File: src/hw/rtl/bbc_pkg.sv
`default_nettype none

package bbc_pkg;

   // characters the scanner reacts to
   localparam logic [7:0] CH_SLASH  = 8'h2F;
   localparam logic [7:0] CH_STAR   = 8'h2A;
   localparam logic [7:0] CH_DQUOTE = 8'h22;
   localparam logic [7:0] CH_SQUOTE = 8'h27;
   localparam logic [7:0] CH_BSLASH = 8'h5C;
   localparam logic [7:0] CH_LPAREN = 8'h28;
   localparam logic [7:0] CH_RPAREN = 8'h29;
   localparam logic [7:0] CH_LBRACK = 8'h5B;
   localparam logic [7:0] CH_RBRACK = 8'h5D;
   localparam logic [7:0] CH_LBRACE = 8'h7B;
   localparam logic [7:0] CH_RBRACE = 8'h7D;

   localparam int NUM_COUNTERS    = 6;
   localparam int OUT_COUNT_WIDTH = 16;

   // counter slots
   localparam int CNT_OPEN_PAREN    = 0;
   localparam int CNT_CLOSE_PAREN   = 1;
   localparam int CNT_OPEN_BRACKET  = 2;
   localparam int CNT_CLOSE_BRACKET = 3;
   localparam int CNT_OPEN_BRACE    = 4;
   localparam int CNT_CLOSE_BRACE   = 5;

   typedef enum logic [2:0] {
      MODE_CODE     = 3'd0,
      MODE_SLASH    = 3'd1,
      MODE_CMT      = 3'd2,
      MODE_CMT_STAR = 3'd3,
      MODE_STR      = 3'd4,
      MODE_STR_ESC  = 3'd5,
      MODE_CHR      = 3'd6,
      MODE_CHR_ESC  = 3'd7
   } mode_type;

   typedef enum logic [1:0] {
      STAT_BALANCED      = 2'd0,
      STAT_MISSING_OPEN  = 2'd1,
      STAT_MISSING_CLOSE = 2'd2
   } status_type;

   // classified byte handed from front to back
   typedef struct packed {
      logic [NUM_COUNTERS-1:0] bump;
      logic                    last;
   } token_type;

endpackage

`default_nettype wire

File: src/hw/rtl/bbc_channels.sv
`default_nettype none

interface bbc_req_if;
   logic       valid;
   logic       ready;
   logic [7:0] text_byte;
   logic       last_byte;

   modport source (output valid, output text_byte, output last_byte, input ready);
   modport sink (input valid, input text_byte, input last_byte, output ready);
   modport monitor (input valid, input ready, input text_byte, input last_byte);
endinterface

interface bbc_rsp_if;
   logic        valid;
   logic        ready;
   logic [15:0] open_paren_count;
   logic [15:0] close_paren_count;
   logic [15:0] open_bracket_count;
   logic [15:0] close_bracket_count;
   logic [15:0] open_brace_count;
   logic [15:0] close_brace_count;
   logic [1:0]  paren_status;
   logic [1:0]  bracket_status;
   logic [1:0]  brace_status;
   logic        text_done;

   modport source (
      output valid, input ready,
      output open_paren_count, output close_paren_count,
      output open_bracket_count, output close_bracket_count,
      output open_brace_count, output close_brace_count,
      output paren_status, output bracket_status, output brace_status,
      output text_done
   );
   modport sink (
      input valid, output ready,
      input open_paren_count, input close_paren_count,
      input open_bracket_count, input close_bracket_count,
      input open_brace_count, input close_brace_count,
      input paren_status, input bracket_status, input brace_status,
      input text_done
   );
   modport monitor (
      input valid, input ready,
      input open_paren_count, input close_paren_count,
      input open_bracket_count, input close_bracket_count,
      input open_brace_count, input close_brace_count,
      input paren_status, input bracket_status, input brace_status,
      input text_done
   );
endinterface

`default_nettype wire

File: src/hw/rtl/bbc_front.sv
`default_nettype none

module bbc_front (
   input  wire logic          clock,
   input  wire logic          reset,
   input  wire logic          in_valid,
   output logic               in_ready,
   input  wire logic [7:0]    in_byte,
   input  wire logic          in_last,
   input  wire logic          q_full,
   output logic               q_push,
   output bbc_pkg::token_type q_token
);
   import bbc_pkg::*;

   mode_type                mode_ff;
   mode_type                mode_in;
   mode_type                mode_nx;
   logic [NUM_COUNTERS-1:0] bump;
   logic                    accept;

   function automatic mode_type code_next(input logic [7:0] b);
      mode_type m;
      case (b)
         CH_SLASH:  m = MODE_SLASH;
         CH_DQUOTE: m = MODE_STR;
         CH_SQUOTE: m = MODE_CHR;
         default:   m = MODE_CODE;
      endcase
      return m;
   endfunction

   function automatic logic [NUM_COUNTERS-1:0] code_bump(input logic [7:0] b);
      logic [NUM_COUNTERS-1:0] v;
      v = '0;
      case (b)
         CH_LPAREN: v[CNT_OPEN_PAREN]    = 1'b1;
         CH_RPAREN: v[CNT_CLOSE_PAREN]   = 1'b1;
         CH_LBRACK: v[CNT_OPEN_BRACKET]  = 1'b1;
         CH_RBRACK: v[CNT_CLOSE_BRACKET] = 1'b1;
         CH_LBRACE: v[CNT_OPEN_BRACE]    = 1'b1;
         CH_RBRACE: v[CNT_CLOSE_BRACE]   = 1'b1;
         default:   v = '0;
      endcase
      return v;
   endfunction

   assign in_ready = !q_full;
   assign accept   = in_valid && in_ready;

   // next state
   always_comb begin
      unique case (mode_ff)
         MODE_CODE:     mode_nx = code_next(in_byte);
         MODE_SLASH:    mode_nx = (in_byte == CH_STAR) ? MODE_CMT : code_next(in_byte);
         MODE_CMT:      mode_nx = (in_byte == CH_STAR) ? MODE_CMT_STAR : MODE_CMT;
         MODE_CMT_STAR: begin
            if (in_byte == CH_SLASH) mode_nx = MODE_CODE;
            else if (in_byte == CH_STAR) mode_nx = MODE_CMT_STAR;
            else mode_nx = MODE_CMT;
         end
         MODE_STR: begin
            if (in_byte == CH_BSLASH) mode_nx = MODE_STR_ESC;
            else if (in_byte == CH_DQUOTE) mode_nx = MODE_CODE;
            else mode_nx = MODE_STR;
         end
         MODE_STR_ESC:  mode_nx = MODE_STR;
         MODE_CHR: begin
            if (in_byte == CH_BSLASH) mode_nx = MODE_CHR_ESC;
            else if (in_byte == CH_SQUOTE) mode_nx = MODE_CODE;
            else mode_nx = MODE_CHR;
         end
         MODE_CHR_ESC:  mode_nx = MODE_CHR;
         default:       mode_nx = MODE_CODE;
      endcase
   end

   // outputs: which counter this byte bumps
   always_comb begin
      unique case (mode_ff)
         MODE_CODE:  bump = code_bump(in_byte);
         MODE_SLASH: bump = (in_byte == CH_STAR) ? '0 : code_bump(in_byte);
         default:    bump = '0;
      endcase
   end

   assign q_push       = accept;
   assign q_token.bump = bump;
   assign q_token.last = in_last;

   always_comb begin
      mode_in = mode_ff;
      if (accept) begin
         mode_in = in_last ? MODE_CODE : mode_nx;
      end
   end

   always_ff @(posedge clock) begin
      if (reset) begin
         mode_ff <= MODE_CODE;
      end else begin
         mode_ff <= mode_in;
      end
   end

endmodule

`default_nettype wire

File: src/hw/rtl/bbc_queue.sv
`default_nettype none

module bbc_queue (
   input  wire logic          clock,
   input  wire logic          reset,
   input  wire logic          push,
   input  wire bbc_pkg::token_type push_token,
   output logic               full,
   input  wire logic          pop,
   output logic               not_empty,
   output bbc_pkg::token_type pop_token
);
   import bbc_pkg::*;

   token_type  slot_ff [2];
   logic       wr_ptr_ff;
   logic       wr_ptr_in;
   logic       rd_ptr_ff;
   logic       rd_ptr_in;
   logic [1:0] fill_ff;
   logic [1:0] fill_in;

   assign full      = (fill_ff == 2'd2);
   assign not_empty = (fill_ff != 2'd0);
   assign pop_token = slot_ff[rd_ptr_ff];

   always_comb begin
      wr_ptr_in = push ? !wr_ptr_ff : wr_ptr_ff;
      rd_ptr_in = pop ? !rd_ptr_ff : rd_ptr_ff;
      fill_in   = fill_ff;
      if (push && !pop) fill_in = fill_ff + 2'd1;
      else if (pop && !push) fill_in = fill_ff - 2'd1;
   end

   always_ff @(posedge clock) begin
      if (push) begin
         slot_ff[wr_ptr_ff] <= push_token;
      end
   end

   always_ff @(posedge clock) begin
      if (reset) begin
         wr_ptr_ff <= 1'b0;
         rd_ptr_ff <= 1'b0;
         fill_ff   <= 2'd0;
      end else begin
         wr_ptr_ff <= wr_ptr_in;
         rd_ptr_ff <= rd_ptr_in;
         fill_ff   <= fill_in;
      end
   end

endmodule

`default_nettype wire

File: src/hw/rtl/bbc_back.sv
`default_nettype none

module bbc_back #(
   parameter int COUNT_WIDTH = 16
) (
   input  wire logic          clock,
   input  wire logic          reset,
   input  wire logic          q_not_empty,
   input  wire bbc_pkg::token_type q_token,
   output logic               q_pop,
   bbc_rsp_if.source          rsp_chan
);
   import bbc_pkg::*;

   logic [COUNT_WIDTH-1:0]     cnt_ff [NUM_COUNTERS];
   logic [COUNT_WIDTH-1:0]     cnt_in [NUM_COUNTERS];
   logic [COUNT_WIDTH-1:0]     cnt_nx [NUM_COUNTERS];
   logic [OUT_COUNT_WIDTH-1:0] out_cnt_ff [NUM_COUNTERS];
   status_type                 paren_st_ff;
   status_type                 bracket_st_ff;
   status_type                 brace_st_ff;
   logic                       done_ff;
   logic                       rsp_valid_ff;
   logic                       rsp_valid_in;

   function automatic status_type pair_status(input logic [COUNT_WIDTH-1:0] opens,
                                              input logic [COUNT_WIDTH-1:0] closes);
      status_type s;
      if (opens < closes) s = STAT_MISSING_OPEN;
      else if (opens > closes) s = STAT_MISSING_CLOSE;
      else s = STAT_BALANCED;
      return s;
   endfunction

   assign q_pop = q_not_empty && (!rsp_valid_ff || rsp_chan.ready);

   // saturating increment
   always_comb begin
      for (int i = 0; i < NUM_COUNTERS; i++) begin
         cnt_nx[i] = cnt_ff[i];
         if (q_token.bump[i] && (cnt_ff[i] != {COUNT_WIDTH{1'b1}})) begin
            cnt_nx[i] = cnt_ff[i] + {{(COUNT_WIDTH-1){1'b0}}, 1'b1};
         end
      end
   end

   always_comb begin
      for (int i = 0; i < NUM_COUNTERS; i++) begin
         cnt_in[i] = cnt_ff[i];
         if (q_pop) cnt_in[i] = q_token.last ? '0 : cnt_nx[i];
      end
   end

   always_comb begin
      rsp_valid_in = rsp_valid_ff;
      if (q_pop) rsp_valid_in = 1'b1;
      else if (rsp_chan.ready) rsp_valid_in = 1'b0;
   end

   always_ff @(posedge clock) begin
      if (reset) begin
         rsp_valid_ff <= 1'b0;
         for (int i = 0; i < NUM_COUNTERS; i++) cnt_ff[i] <= '0;
      end else begin
         rsp_valid_ff <= rsp_valid_in;
         for (int i = 0; i < NUM_COUNTERS; i++) cnt_ff[i] <= cnt_in[i];
      end
   end

   always_ff @(posedge clock) begin
      if (q_pop) begin
         for (int i = 0; i < NUM_COUNTERS; i++) begin
            out_cnt_ff[i] <= OUT_COUNT_WIDTH'(cnt_nx[i]);
         end
         paren_st_ff   <= pair_status(cnt_nx[CNT_OPEN_PAREN], cnt_nx[CNT_CLOSE_PAREN]);
         bracket_st_ff <= pair_status(cnt_nx[CNT_OPEN_BRACKET], cnt_nx[CNT_CLOSE_BRACKET]);
         brace_st_ff   <= pair_status(cnt_nx[CNT_OPEN_BRACE], cnt_nx[CNT_CLOSE_BRACE]);
         done_ff       <= q_token.last;
      end
   end

   assign rsp_chan.valid               = rsp_valid_ff;
   assign rsp_chan.open_paren_count    = out_cnt_ff[CNT_OPEN_PAREN];
   assign rsp_chan.close_paren_count   = out_cnt_ff[CNT_CLOSE_PAREN];
   assign rsp_chan.open_bracket_count  = out_cnt_ff[CNT_OPEN_BRACKET];
   assign rsp_chan.close_bracket_count = out_cnt_ff[CNT_CLOSE_BRACKET];
   assign rsp_chan.open_brace_count    = out_cnt_ff[CNT_OPEN_BRACE];
   assign rsp_chan.close_brace_count   = out_cnt_ff[CNT_CLOSE_BRACE];
   assign rsp_chan.paren_status        = paren_st_ff;
   assign rsp_chan.bracket_status      = bracket_st_ff;
   assign rsp_chan.brace_status        = brace_st_ff;
   assign rsp_chan.text_done           = done_ff;

endmodule

`default_nettype wire

File: src/hw/rtl/bracket_balance_counter.sv
// path: a req transfer goes through a queue slot and then the rsp output register before it shows up as a rsp
// throughput: one byte per cycle while the rsp side takes results, set by the mode update in the front and
//   the counter update in the back, with a two-entry queue between them; a stalled rsp side holds the flow
// reset: synchronous, active high; clears the scan mode, the queue, the six counters and rsp valid
// after a byte flagged last, mode and counters return to their reset values
`default_nettype none

module bracket_balance_counter #(
   parameter int COUNT_WIDTH = 16
) (
   input  wire logic clock,
   input  wire logic reset,
   bbc_req_if.sink   req_chan,
   bbc_rsp_if.source rsp_chan
);
   import bbc_pkg::*;

   // front to queue
   logic      q_push;
   token_type push_token;
   logic      q_full;

   // queue to back
   logic      q_pop;
   logic      q_not_empty;
   token_type pop_token;

   // front: tracks comment, string and char-constant context and decides
   // which counter, if any, the byte bumps; ready only depends on queue space
   bbc_front u_front (
      .clock    (clock),
      .reset    (reset),
      .in_valid (req_chan.valid),
      .in_ready (req_chan.ready),
      .in_byte  (req_chan.text_byte),
      .in_last  (req_chan.last_byte),
      .q_full   (q_full),
      .q_push   (q_push),
      .q_token  (push_token)
   );

   // short queue so a stalled rsp side does not block the scanner at once
   bbc_queue u_queue (
      .clock      (clock),
      .reset      (reset),
      .push       (q_push),
      .push_token (push_token),
      .full       (q_full),
      .pop        (q_pop),
      .not_empty  (q_not_empty),
      .pop_token  (pop_token)
   );

   // back: saturating counters, balance status and the rsp output register;
   // a new token is taken whenever the output register is empty or being drained
   bbc_back #(
      .COUNT_WIDTH (COUNT_WIDTH)
   ) u_back (
      .clock       (clock),
      .reset       (reset),
      .q_not_empty (q_not_empty),
      .q_token     (pop_token),
      .q_pop       (q_pop),
      .rsp_chan    (rsp_chan)
   );

endmodule

`default_nettype wire

File: src/flat_wrapper.sv
// flat-port wrapper written by rule: the top's interface ports become plain ports
module bracket_balance_counter_flat import bbc_pkg::*;
#(
   parameter int COUNT_WIDTH = 16
)
  (clock, reset, req_chan_valid, req_chan_text_byte, req_chan_last_byte, req_chan_ready, rsp_chan_valid, rsp_chan_ready, rsp_chan_open_paren_count, rsp_chan_close_paren_count, rsp_chan_open_bracket_count, rsp_chan_close_bracket_count, rsp_chan_open_brace_count, rsp_chan_close_brace_count, rsp_chan_paren_status, rsp_chan_bracket_status, rsp_chan_brace_status, rsp_chan_text_done);
  bbc_req_if req_chan_i ();
  bbc_rsp_if rsp_chan_i ();
  input  wire logic clock;
  input  wire logic reset;
  input wire logic [$bits(req_chan_i.valid)-1:0] req_chan_valid;
  input wire logic [$bits(req_chan_i.text_byte)-1:0] req_chan_text_byte;
  input wire logic [$bits(req_chan_i.last_byte)-1:0] req_chan_last_byte;
  output wire logic [$bits(req_chan_i.ready)-1:0] req_chan_ready;
  output wire logic [$bits(rsp_chan_i.valid)-1:0] rsp_chan_valid;
  input wire logic [$bits(rsp_chan_i.ready)-1:0] rsp_chan_ready;
  output wire logic [$bits(rsp_chan_i.open_paren_count)-1:0] rsp_chan_open_paren_count;
  output wire logic [$bits(rsp_chan_i.close_paren_count)-1:0] rsp_chan_close_paren_count;
  output wire logic [$bits(rsp_chan_i.open_bracket_count)-1:0] rsp_chan_open_bracket_count;
  output wire logic [$bits(rsp_chan_i.close_bracket_count)-1:0] rsp_chan_close_bracket_count;
  output wire logic [$bits(rsp_chan_i.open_brace_count)-1:0] rsp_chan_open_brace_count;
  output wire logic [$bits(rsp_chan_i.close_brace_count)-1:0] rsp_chan_close_brace_count;
  output wire logic [$bits(rsp_chan_i.paren_status)-1:0] rsp_chan_paren_status;
  output wire logic [$bits(rsp_chan_i.bracket_status)-1:0] rsp_chan_bracket_status;
  output wire logic [$bits(rsp_chan_i.brace_status)-1:0] rsp_chan_brace_status;
  output wire logic [$bits(rsp_chan_i.text_done)-1:0] rsp_chan_text_done;
  assign req_chan_i.valid = req_chan_valid;
  assign req_chan_i.text_byte = req_chan_text_byte;
  assign req_chan_i.last_byte = req_chan_last_byte;
  assign req_chan_ready = req_chan_i.ready;
  assign rsp_chan_valid = rsp_chan_i.valid;
  assign rsp_chan_i.ready = rsp_chan_ready;
  assign rsp_chan_open_paren_count = rsp_chan_i.open_paren_count;
  assign rsp_chan_close_paren_count = rsp_chan_i.close_paren_count;
  assign rsp_chan_open_bracket_count = rsp_chan_i.open_bracket_count;
  assign rsp_chan_close_bracket_count = rsp_chan_i.close_bracket_count;
  assign rsp_chan_open_brace_count = rsp_chan_i.open_brace_count;
  assign rsp_chan_close_brace_count = rsp_chan_i.close_brace_count;
  assign rsp_chan_paren_status = rsp_chan_i.paren_status;
  assign rsp_chan_bracket_status = rsp_chan_i.bracket_status;
  assign rsp_chan_brace_status = rsp_chan_i.brace_status;
  assign rsp_chan_text_done = rsp_chan_i.text_done;
  bracket_balance_counter #(.COUNT_WIDTH(COUNT_WIDTH)) u_core (.clock(clock), .reset(reset), .req_chan(req_chan_i), .rsp_chan(rsp_chan_i));
endmodule
File: config.mk
export PLATFORM = sky130hd
export DESIGN_NAME = bracket_balance_counter_flat
export DESIGN_NICKNAME = d
export VERILOG_FILES = /design/src/hw/rtl/bbc_pkg.sv /design/src/hw/rtl/bbc_channels.sv /design/src/hw/rtl/bbc_front.sv /design/src/hw/rtl/bbc_queue.sv /design/src/hw/rtl/bbc_back.sv /design/src/hw/rtl/bracket_balance_counter.sv /design/src/flat_wrapper.sv
export SDC_FILE = /design/constraint.sdc
export NUM_CORES = 1
export LEC_CHECK = 0
export BUFFER_PORTS_ARGS = -buffer_cell sky130_fd_sc_hd__buf_2
export CAP_MARGIN = 20
export CORE_MARGIN = 3
export CORE_UTILIZATION = 50
export CTS_CLUSTER_DIAMETER = 100
export CTS_CLUSTER_SIZE = 14
export DETAILED_ROUTE_END_ITERATION = 12
export PLACE_DENSITY = 0.78
export SYNTH_ARGS = -nofsm -noshare
export SYNTH_HDL_FRONTEND = slang
export SYNTH_SLANG_ARGS = --single-unit
File: constraint.sdc
create_clock -name clock -period 10.6 [get_ports clock]
set_clock_uncertainty 0.15 [all_clocks]
set_input_delay 1.59 -clock clock [delete_from_list [all_inputs] [get_ports clock]]
set_output_delay 1.59 -clock clock [all_outputs]
set_load 0.02 [all_outputs]
==> flow_summary.toml, run 1 <==
[run_status]
outcome = "complete, no violations"

[timing]
post-route-period-util_pct = 36.7
tightest_slew_ps = 1010
finalHoldWorstSlack_ps = 313
tns_ps = 0
finalHoldViolCount = 0
maxSlewViolCount = 0
finalSetupViolations = 0
final.min_clock_period_ps = 3890
slew_headroom_pct = 32.6
rsz0062_at_grt = "no"
setup_ws_ps = 6710
max_freq_mhz = 257

[synth]
synth_edf_count = 117
synth-xor-area-share_pct = 7.08
yosys_warnings = 0
synth_fa_ha_area_share_pct = 5.73
yosys.area.top_type = "edfxtp_1"
netlist.area_leader.share_pct = 29.3
synth.cell_area_um2 = 12000
netlist-cell-type-count = 81
synth_top_cells_by_count = "117 x edfxtp_1, 105 x dfxtp_1, 100 x nand2_1, 62 x nor2_1"
synth_top_family_by_area = "simple AND/OR/NAND/NOR gates"
ys_seq_area_share_pct = 46.8
netlist_top_cells_area = "edfxtp_1 29%, dfxtp_1 18%, ha_1 5.7%"
muxShareOfSynthArea_pct = 2.17
synth_compound_area_share_pct = 14.8
synthSimpleGateAreaFrac_pct = 19.0
synth_top_flop_cell = "edfxtp_1"
synth_area_per_cell_um2 = 9.84
synth-seq-cells = 222
syn_nets = 1288
postSynthCellCount = 1220
synth.most_common_cell = "edfxtp_1"
async_flop_share_pct = 0

[routing]
ant_nets = 0
drc = 0
viasPerCell = 5.92
drt_first_pass_iters = 6
wl_per_cell_um = 17.3
vias = 9635
finalWirelength_um = 28100
drt_iter0_drc = 738

[layout]
nets = 1364
fill_cells = 2067
utilization_pct = 56.5
syn_to_final_growth_pct = 10.9
drive_gt1_share_pct = 13.9
antenna_cells = 0

[critical_path]
critPathRequiredTime_ps = 10880
cp_max_fo = 54
r2r_setup_slack_ps = 6710
crit_type = "reg -> reg"
endpoint_kind = "flip-flop"
critPathLaunchType = "flip-flop"
arrival_ps = 4170
rr_worst_depth = 6
timing.rr.end = "u_core.u_back.cnt_ff[5][3]"

[min_path]
hold_class = "reg -> reg"
hold_end = "u_core.u_back.cnt_ff[4][7]"
holdCritStartpoint = "u_core.u_back.cnt_ff[4][7]"
hold-path-cell-count = 1

[floorplan]
die_area_um2 = 25900
pin_count = 118
die_x_um = 161
start_util_pct = 51.0
die_height_um = 161
coreArea_um2 = 23500
core.rowCount = 56

[clock_network]
h-tree-depth = 1
cts_buffer_depth = 3
cts_tree = "done"
clkLatencyLatePin_ps = 510
numCtsBuffers = 19
cts-resized-gates = 0
clock-sinks = 222
ctsHoldBuffers = 0
clkSlewWorstSetupHoldPaths_ps = 70
post_cts_buffers = 0
cts-root-buf = "clkbuf_16"

[global_routing]
grt_pass1_vias = 9159
grt_overflow = 0
antenna_found_initial = 0
grt_use_total_pct = 21.1
grt_pass1_wl_um = 45500
grt_max_degree = 69

[power]
p_leak_nw = 5.07
vdd_drop_max_mv = 0.151
p_per_area_nw_per_um2 = 208

[placed_design]
dp_slack_ps = 6570
dp_hpwl_um = 19500
io_buffer_count = 117
gp_congestion = 0.912

[flow_run]
cap_violations = 0
==> worst max-delay path by stage <==
stage | slack (ps) | to | cells after the start
final | 6710 | u_core.u_back.cnt_ff[5][3] | 6
after global routing | 6410 | u_core.u_back.cnt_ff[5][3] | 6
after CTS | 6740 | u_core.u_back.cnt_ff[5][3] | 6
after detailed placement | 6570 | u_core.u_back.cnt_ff[5][3] | 7
after global placement | 6650 | u_core.u_back.cnt_ff[2][11] | 7
after floorplan | 5630 | u_core.u_back.cnt_ff[1][7] | 8
==> per-stage QoR <==
step	area [um^2]	total power [W]	cells
final	13300	0.00277	1627
after global routing	13300	0.00291	1627
after CTS	13300	0.00279	1627
after detailed placement	12800	0.00214	1594
after global placement	12800	0.00211	1594
after floorplan	12000	0.00186	1220
==> flip-flops by register name, summed over array words and instances, names as in the netlist, named ones only <==
signal                                 cells
u_core.u_back.out_cnt_ff                  96
u_core.u_back.rsp_chan.bracket_status      2
u_core.u_back.cnt_ff                      96
u_core.u_back.rsp_chan.brace_status        2
u_core.u_back.rsp_chan.paren_status        2
u_core.u_queue.rd_ptr_ff                   1
u_core.u_front.mode_ff                     3
u_core.u_queue.wr_ptr_ff                   1
u_core.u_back.rsp_chan.text_done           1
u_core.u_queue.fill_ff                     2
u_core.u_back.rsp_chan.valid               1
u_core.u_queue.slot_ff                    14
==> cells in the final DEF (no fill, tap or decap), types with 17 or more instances in the layout <==
cell,n
nand3_1,59
nor2_1,60
or3_1,28
xor2_1,36
a21oi_1,55
dfxtp_1,105
o21ai_0,52
xnor2_1,61
and3_1,20
edfxtp_1,117
buf_2,117
nand4_1,50
nor3_1,17
ha_1,55
a31oi_1,61
nand2_1,100
clkbuf_16,19
inv_1,60
==> area by class of cell <==
cell class | count | area [um^2] | area share [%]
inverters | 62 | 235 | 1.77
flip-flops and latches | 222 | 5620 | 42.2
repair buffers | 124 | 638 | 4.80
clock buffers | 32 | 534 | 4.02
multi-input cells | 867 | 5870 | 44.1
well taps | 319 | 399 | 3.00
clock inverters | 1 | 8.76 | 0.0658
==> metal layers <==
metal / vias to the layer above / share of wire [%] / global-route usage, %
met2: 330 / 49 / 36.7
met1: 4560 / 42 / 27.1
met3: 63 / 6.4 / 2.73
met5: - / 0 / 0
li1: 4682 / - / -
met4: 0 / 2.8 / 7.43
==> cells by family after synthesis <==
group           Yosys count
compound gates          270
xor+xnor                 97
fa+ha+maj                55
buf+inv                 131
flops                   222
mux                      23
simple gates            422
==> critical path, cell delays in order (launching register included) <==
cell and delay (ps):
dfxtp_1 700, mux2i_4 810, nand3_1 880, nor2_4 270, buf_4 570, a41oi_1 200
a31oi_1 200
==> power by group <==
group	total [W]	internal (W)	switching [W]	leakage, nW
Combinational	0.000906	0.000251	0.000655	2.82
Clock	0.000650	0.000344	0.000307	0.260
Sequential	0.00121	0.00115	0.0000615	2.00
Power figures use the tool's default switching activity.
==> run 2: changes to the inputs <==
- PLACE_DENSITY: 0.78 -> 0.81
- clock period: 10.6 -> 3.4 ns (I/O delays scaled with it)
==> run 2 against run 1 <==
Net effect:
- first-iteration DRC count up 10%
- sequential power rose to 3.1 times the previous value
- clock power rose to 3.1 times the previous value
- flip-flop and latch count unchanged
- utilization up 1.8 points
- critical path depth up 5
- register-to-register slack worse by 6500 ps
- critical path type unchanged
- largest cell class unchanged
- largest power group unchanged
- highest routed layer unchanged
==> flow_summary.toml, run 2 (synthesis gave the netlist of run 1 again) <==
[run_status]
outcome = "complete, no violations"

[layout]
nets = 1409
final_area_um2 = 13700
top_regs = "u_core.u_back.cnt_ff (96), u_core.u_back.out_cnt_ff (96), u_core.u_queue.slot_ff (14)"
syn_to_final_growth_pct = 14.4
antenna_cells = 0
fill_cells = 2018
mostFrequentLayoutCells = "117 x buf_2, 117 x edfxtp_1, 102 x dfxtp_1, 100 x nand2_1, 61 x a31oi_1"
drive_gt1_share_pct = 17.5

[clock_network]
cts_buffer_depth = 3
clock-sinks = 222
clkSlewWorstSetupHoldPaths_ps = 70
cts-root-buf = "clkbuf_16"
cts_tree = "done"
h-tree-depth = 1
numCtsBuffers = 19
clkLatencyLatePin_ps = 500
ctsHoldBuffers = 0

[routing]
drc = 0
finalWirelength_um = 29300
vias = 9945
drt_iter0_drc = 813
ant_nets = 0
drt_first_pass_iters = 5
viasPerCell = 5.95
wl_per_cell_um = 17.5

[timing]
finalHoldViolCount = 0
post-route-period-util_pct = 95.2
tns_ps = 0
finalSetupViolations = 0
tightest_slew_ps = 791
maxSlewViolCount = 0
rsz0062_at_grt = "no"
final.min_clock_period_ps = 3240
slew_headroom_pct = 47.3
max_freq_mhz = 309

[global_routing]
grt_pass1_wl_um = 46600
grt_overflow = 0
grt_max_degree = 105
antenna_found_initial = 0
grt_use_total_pct = 21.7
grt_pass1_vias = 9359

[floorplan]
coreArea_um2 = 23500
start_util_pct = 51.0
core.rowCount = 56
die_area_um2 = 25900
die_x_um = 161
pin_count = 118
die_height_um = 161

[min_path]
hold_class = "in -> reg"

[flow_run]
cap_violations = 0

[placed_design]
io_buffer_count = 117
placed_area_um2 = 13100
gp_congestion = 0.936
dp_hpwl_um = 20900

[power]
p_leak_nw = 5.32
vdd_drop_max_mv = 0.561
p_per_area_nw_per_um2 = 641

[critical_path]
slowest_stage = "or4_1"
cp_max_fo = 6
critical-path-max-stage-delay_ps = 620
endpoint_kind = "flip-flop"
arrival_ps = 3340
crit_type = "reg -> reg"
crit_chain = "ha_2 -> nand2_1 -> or4_1 -> o2111ai_2 -> xnor2_1 -> inv_1 -> ha_1 -> nand4_1 -> o221ai_1 -> o211ai_1 -> and3_1"
critPathLaunchType = "flip-flop"
critPathRequiredTime_ps = 3500
run 2: per-layer routing:
| metal | share of wire [%] | global-route usage (%) | up-vias |
|---|---|---|---|
| met1 | 43 | 29.1 | 4710 |
| met5 | 0 | 0 | - |
| li1 | - | - | 4769 |
| met3 | 6.6 | 2.99 | 83 |
| met4 | 3.7 | 9.03 | 0 |
| met2 | 47 | 35.6 | 383 |
run 2: through the flow:
step	std cells	setup slack [ps]	hold slack [ps]	utilization [%]	total power (W)
floorplan	1220	77.2	277	-	0.00577
global placement	1637	146	299	55.7	0.00675
detailed placement	1637	65.4	312	55.7	0.00682
CTS	1670	16.9	87.2	58.0	0.00884
global route	1672	7.49	93.6	58.3	0.00921
finish	1672	162	105	58.3	0.00880
run 2: cell type report:
class | count | area (um^2) | area share, %
multi-input combinational | 867 | 5920 | 43.1
clock buffer | 33 | 538 | 3.92
inverter | 62 | 236 | 1.72
tap | 319 | 399 | 2.91
timing repair buffer | 169 | 1010 | 7.38
sequential | 222 | 5620 | 40.9
run 2: worst paths after layout:
kind | start | endpoint | slack, ps | cells after the start
setup reg to reg | u_core.u_back.cnt_ff[5][1] | u_core.u_back.rsp_chan.brace_status[0] | 160 | 11
hold reg to reg | u_core.u_back.cnt_ff[4][7] | u_core.u_back.cnt_ff[4][7] | 340 | 1
hold / removal | req_chan_last_byte | u_core.u_queue.slot_ff[1][0] | 100 | 1
setup / recovery | u_core.u_back.cnt_ff[5][1] | u_core.u_back.rsp_chan.brace_status[0] | 160 | 11
run 2: what timing repair did:
| action | in CTS | in global routing |
|---|---|---|
| resized for setup | 0 | 15 |
| setup buffers | 0 | 2 |
| setup endpoints to repair | 0 | 6 |
run 2: power breakdown:
part | internal [W] | switching (W) | total, W
sequential | 0.00359 | 0.000187 | 0.00378
clock | 0.00107 | 0.000949 | 0.00202
combinational | 0.000899 | 0.00210 | 0.00300
total | 0.00556 | 0.00324 | 0.00880
run 2: critical path: cells and delay by family (launching register included):
family                   cells  cell delay, ps
buffers and inverters        1              80
flip-flops                   1             380
adder cells (fa/ha/maj)      2             530
XOR/XNOR                     1             180
AND/OR/NAND/NOR              4            1040
AO/OA/AOI/OAI                3             620
==> run 3: changes to the inputs <==
- SETUP_SLACK_MARGIN: unset -> 0.5
- SYNTH_HIERARCHICAL: unset -> 1
==> run 3 against run 2 <==
Net effect:
- the flow now finishes with violations (negative setup slack)
- synthesized area down 4.4%
- flip-flop and latch count unchanged
- clock power about the same
- sequential power about the same
- highest routed layer unchanged
==> flow_summary.toml, run 3 <==
[critical_path]
crit_chain = "nand4_1 -> buf_4 -> buf_4 -> nor2_2 -> nand4_1 -> buf_4 -> nor2_1 -> xnor2_2 -> ha_1 -> nand4_1 -> nor2_1 -> a211o_1 -> a21oi_2 -> a31oi_1"
cp_max_fo = 3
rr_worst_depth = 14
crit_type = "reg -> reg"
timing.rr.end = "u_core/u_back/rsp_chan.brace_status[1]"
slowest_stage = "dfxtp_1"
critical-path-max-stage-delay_ps = 360
r2r-start = "u_core/u_back/cnt_ff[5][6]"
endpoint_kind = "flip-flop"
r2r_setup_slack_ps = -40
critPathRequiredTime_ps = 3500
critPathLaunchType = "flip-flop"
arrival_ps = 3540

[floorplan]
start_util_pct = 51.8
die_area_um2 = 24800
die_x_um = 157
pin_count = 118
core.rowCount = 54
die_height_um = 157
coreArea_um2 = 22200

[layout]
antenna_cells = 0
fill_cells = 1540
final_common_cell = "buf_4"
mostFrequentLayoutCells = "156 x buf_4, 117 x buf_2, 117 x edfxtp_1, 100 x nor2_1, 81 x nand2_1"
nets = 1459
top_regs = "u_core/u_back/cnt_ff (96), u_core/u_back/out_cnt_ff (96), u_core/u_queue/slot_ff (14)"
drive_gt1_share_pct = 36.1
syn_to_final_growth_pct = 30.5

[clock_network]
cts_buffer_depth = 3
cts_tree = "done"
cts-root-buf = "clkbuf_16"
clkSlewWorstSetupHoldPaths_ps = 70
clock-sinks = 222
h-tree-depth = 1
numCtsBuffers = 19
clkLatencyLatePin_ps = 500

[synth]
postSynthCellCount = 1153
synth.cell_area_um2 = 11500
yosys.area.top_type = "edfxtp_1"
syn_nets = 1215
netlist_top_cells_area = "edfxtp_1 31%, dfxtp_1 18%, ha_1 5.3%"
synth_top_cells_by_count = "117 x edfxtp_1, 111 x nor2_1, 105 x dfxtp_1, 85 x nand2_1, 63 x inv_1"
ys_seq_area_share_pct = 48.9
synth_top_flop_cell = "edfxtp_1"
netlist.area_leader.share_pct = 30.6
synth_area_per_cell_um2 = 9.95
netlist-cell-type-count = 86
synth-seq-cells = 222
async_flop_share_pct = 0
synth.most_common_cell = "edfxtp_1"
yosys_warnings = 6
synth_edf_count = 117

[global_routing]
antenna_found_initial = 0
grt_max_degree = 69
grt_overflow = 0
grt_use_total_pct = 23.7
grt_pass1_wl_um = 47900
grt_pass1_vias = 9564

[power]
p_per_area_nw_per_um2 = 584
vdd_drop_max_mv = 0.335
finalPower_w = 0.00875
sw_frac_of_total_pct = 36.9
power.switching_w = 0.00323
pwr-share-comb_pct = 33.6
p_leak_nw = 6.22
power.internal_w = 0.00552
clockPowerShare_pct = 23.1
p_seq_share_pct = 43.3

[timing]
final.min_clock_period_ps = 3440
slew_headroom_pct = 50.5
finalSetupViolations = 1
post-route-period-util_pct = 101
maxSlewViolCount = 0
tightest_slew_ps = 741
rsz0062_at_grt = "yes"
finalHoldViolCount = 0
setup_ws_ps = -35.1
max_freq_mhz = 291

[routing]
drc = 0
drt_first_pass_iters = 7
viasPerCell = 6.08
finalWirelength_um = 32800
wl_per_cell_um = 19.4
ant_nets = 0
vias = 10300
drt_iter0_drc = 903

[min_path]
hold_class = "in -> reg"
hold_end = "u_core/u_queue/slot_ff[0][0]"
hold-path-cell-count = 1
holdCritStartpoint = "req_chan_last_byte"

[placed_design]
dp_slack_ps = -60.1
io_buffer_count = 117
gp_congestion = 0.923
dp_hpwl_um = 20100

[run_status]
failed_checks = "negative setup slack"
outcome = "complete, but fails checks"

[flow_run]
cap_violations = 0
## run 3: changes by cell type after synthesis, moves of 10 or more
cell and change:
nand2_1 -15, nor2_1 +49, a31oi_1 -42, mux2i_1 -10, a22oi_1 +30, xnor2_1 -11
or4_1 -10, o21ai_1 +13, nand3_1 -24, nand4_1 -20
## run 3: timing repair
| action | CTS | global route |
|---|---|---|
| hold buffers | 0 | 0 |
| gates resized for setup | 79 | 97 |
| setup buffers | 29 | 31 |
| setup endpoints to repair | 6 | 11 |
| gates cloned | 0 | 0 |
| hold endpoints to repair | 0 | 0 |
| pin swaps | 38 | 61 |
## run 3: power groups by stage
| stage | Sequential (W) | Clock, W | Combinational [W] |
|---|---|---|---|
| global placement | 0.00384 | 0 | 0.00279 |
| finish | 0.00379 | 0.00203 | 0.00294 |
| CTS | 0.00380 | 0.00206 | 0.00289 |
| floorplan | 0.00457 | 0 | 0.00110 |
| global route | 0.00384 | 0.00217 | 0.00314 |
| detailed placement | 0.00385 | 0 | 0.00284 |
## run 3: worst max-delay path, delay by kind of cell, from the launching register on
family	cells	cell delay, ps
simple gates	6	1100
buf+inv	3	570
compound gates	3	520
flops	1	360
fa+ha+maj	1	290
xor+xnor	1	180
## run 3: cell type report
type	count	area [um^2]	area share, %
multi-input combinational	811	6310	42.2
sequential	222	5700	38.1
clock inverter	1	8.76	0.0585
clock buffer	32	534	3.57
inverter	64	245	1.64
timing repair buffer	279	1820	12.2
tap	280	350	2.34
## run 3: worst max-delay path by stage
stage	startpoint	end	slack (ps)
CTS	u_core/u_back/cnt_ff[3][1]	u_core/u_back/rsp_chan.bracket_status[1]	50
global placement	flip-flop	u_core/u_back/rsp_chan.bracket_status[1]	70
detailed placement	u_core/u_back/cnt_ff[3][0]	u_core/u_back/rsp_chan.bracket_status[1]	-60
global route	u_core/u_back/cnt_ff[5][6]	u_core/u_back/rsp_chan.brace_status[1]	-210
finish	u_core/u_back/cnt_ff[5][6]	u_core/u_back/rsp_chan.brace_status[1]	-40
floorplan	u_core/u_back/cnt_ff[5][0]	u_core/u_back/rsp_chan.brace_status[1]	220
## run 3: cell families after synthesis
family                     synth area share, %
and+or+nand+nor                           18.9
adders and majority gates                 5.43
AOI/OAI and AO/OA                         14.1
xor gates and xnor gates                  7.54
buffers and inverters                     4.11
muxes                                     1.05
DFF                                       48.9
## run 3: metrics by stage
step / cells / utilization, % / area [um^2] / setup TNS, ps / hold slack (ps)
2_1_floorplan: 1153 / - / 11700 / 0 / 304
3_3_place_gp: 1595 / 59.3 / 13100 / 0 / 319
3_5_place_dp: 1596 / 59.4 / 13200 / -100 / 327
4_1_cts: 1658 / 64.3 / 14200 / 0 / 111
5_1_grt: 1689 / 67.6 / 15000 / -638 / 117
6_report: 1689 / 67.6 / 15000 / -35.1 / 123
## run 3: routing by layer
layer,up-vias,routed length [um],track usage [%],share of wire [%]
li1,4685,-,-,-
met1,4918,13000,30.9,40
met3,123,2470,3.68,7.5
met5,-,0,0,0
met4,0,1430,8.02,4.3
met2,540,15900,40.5,48
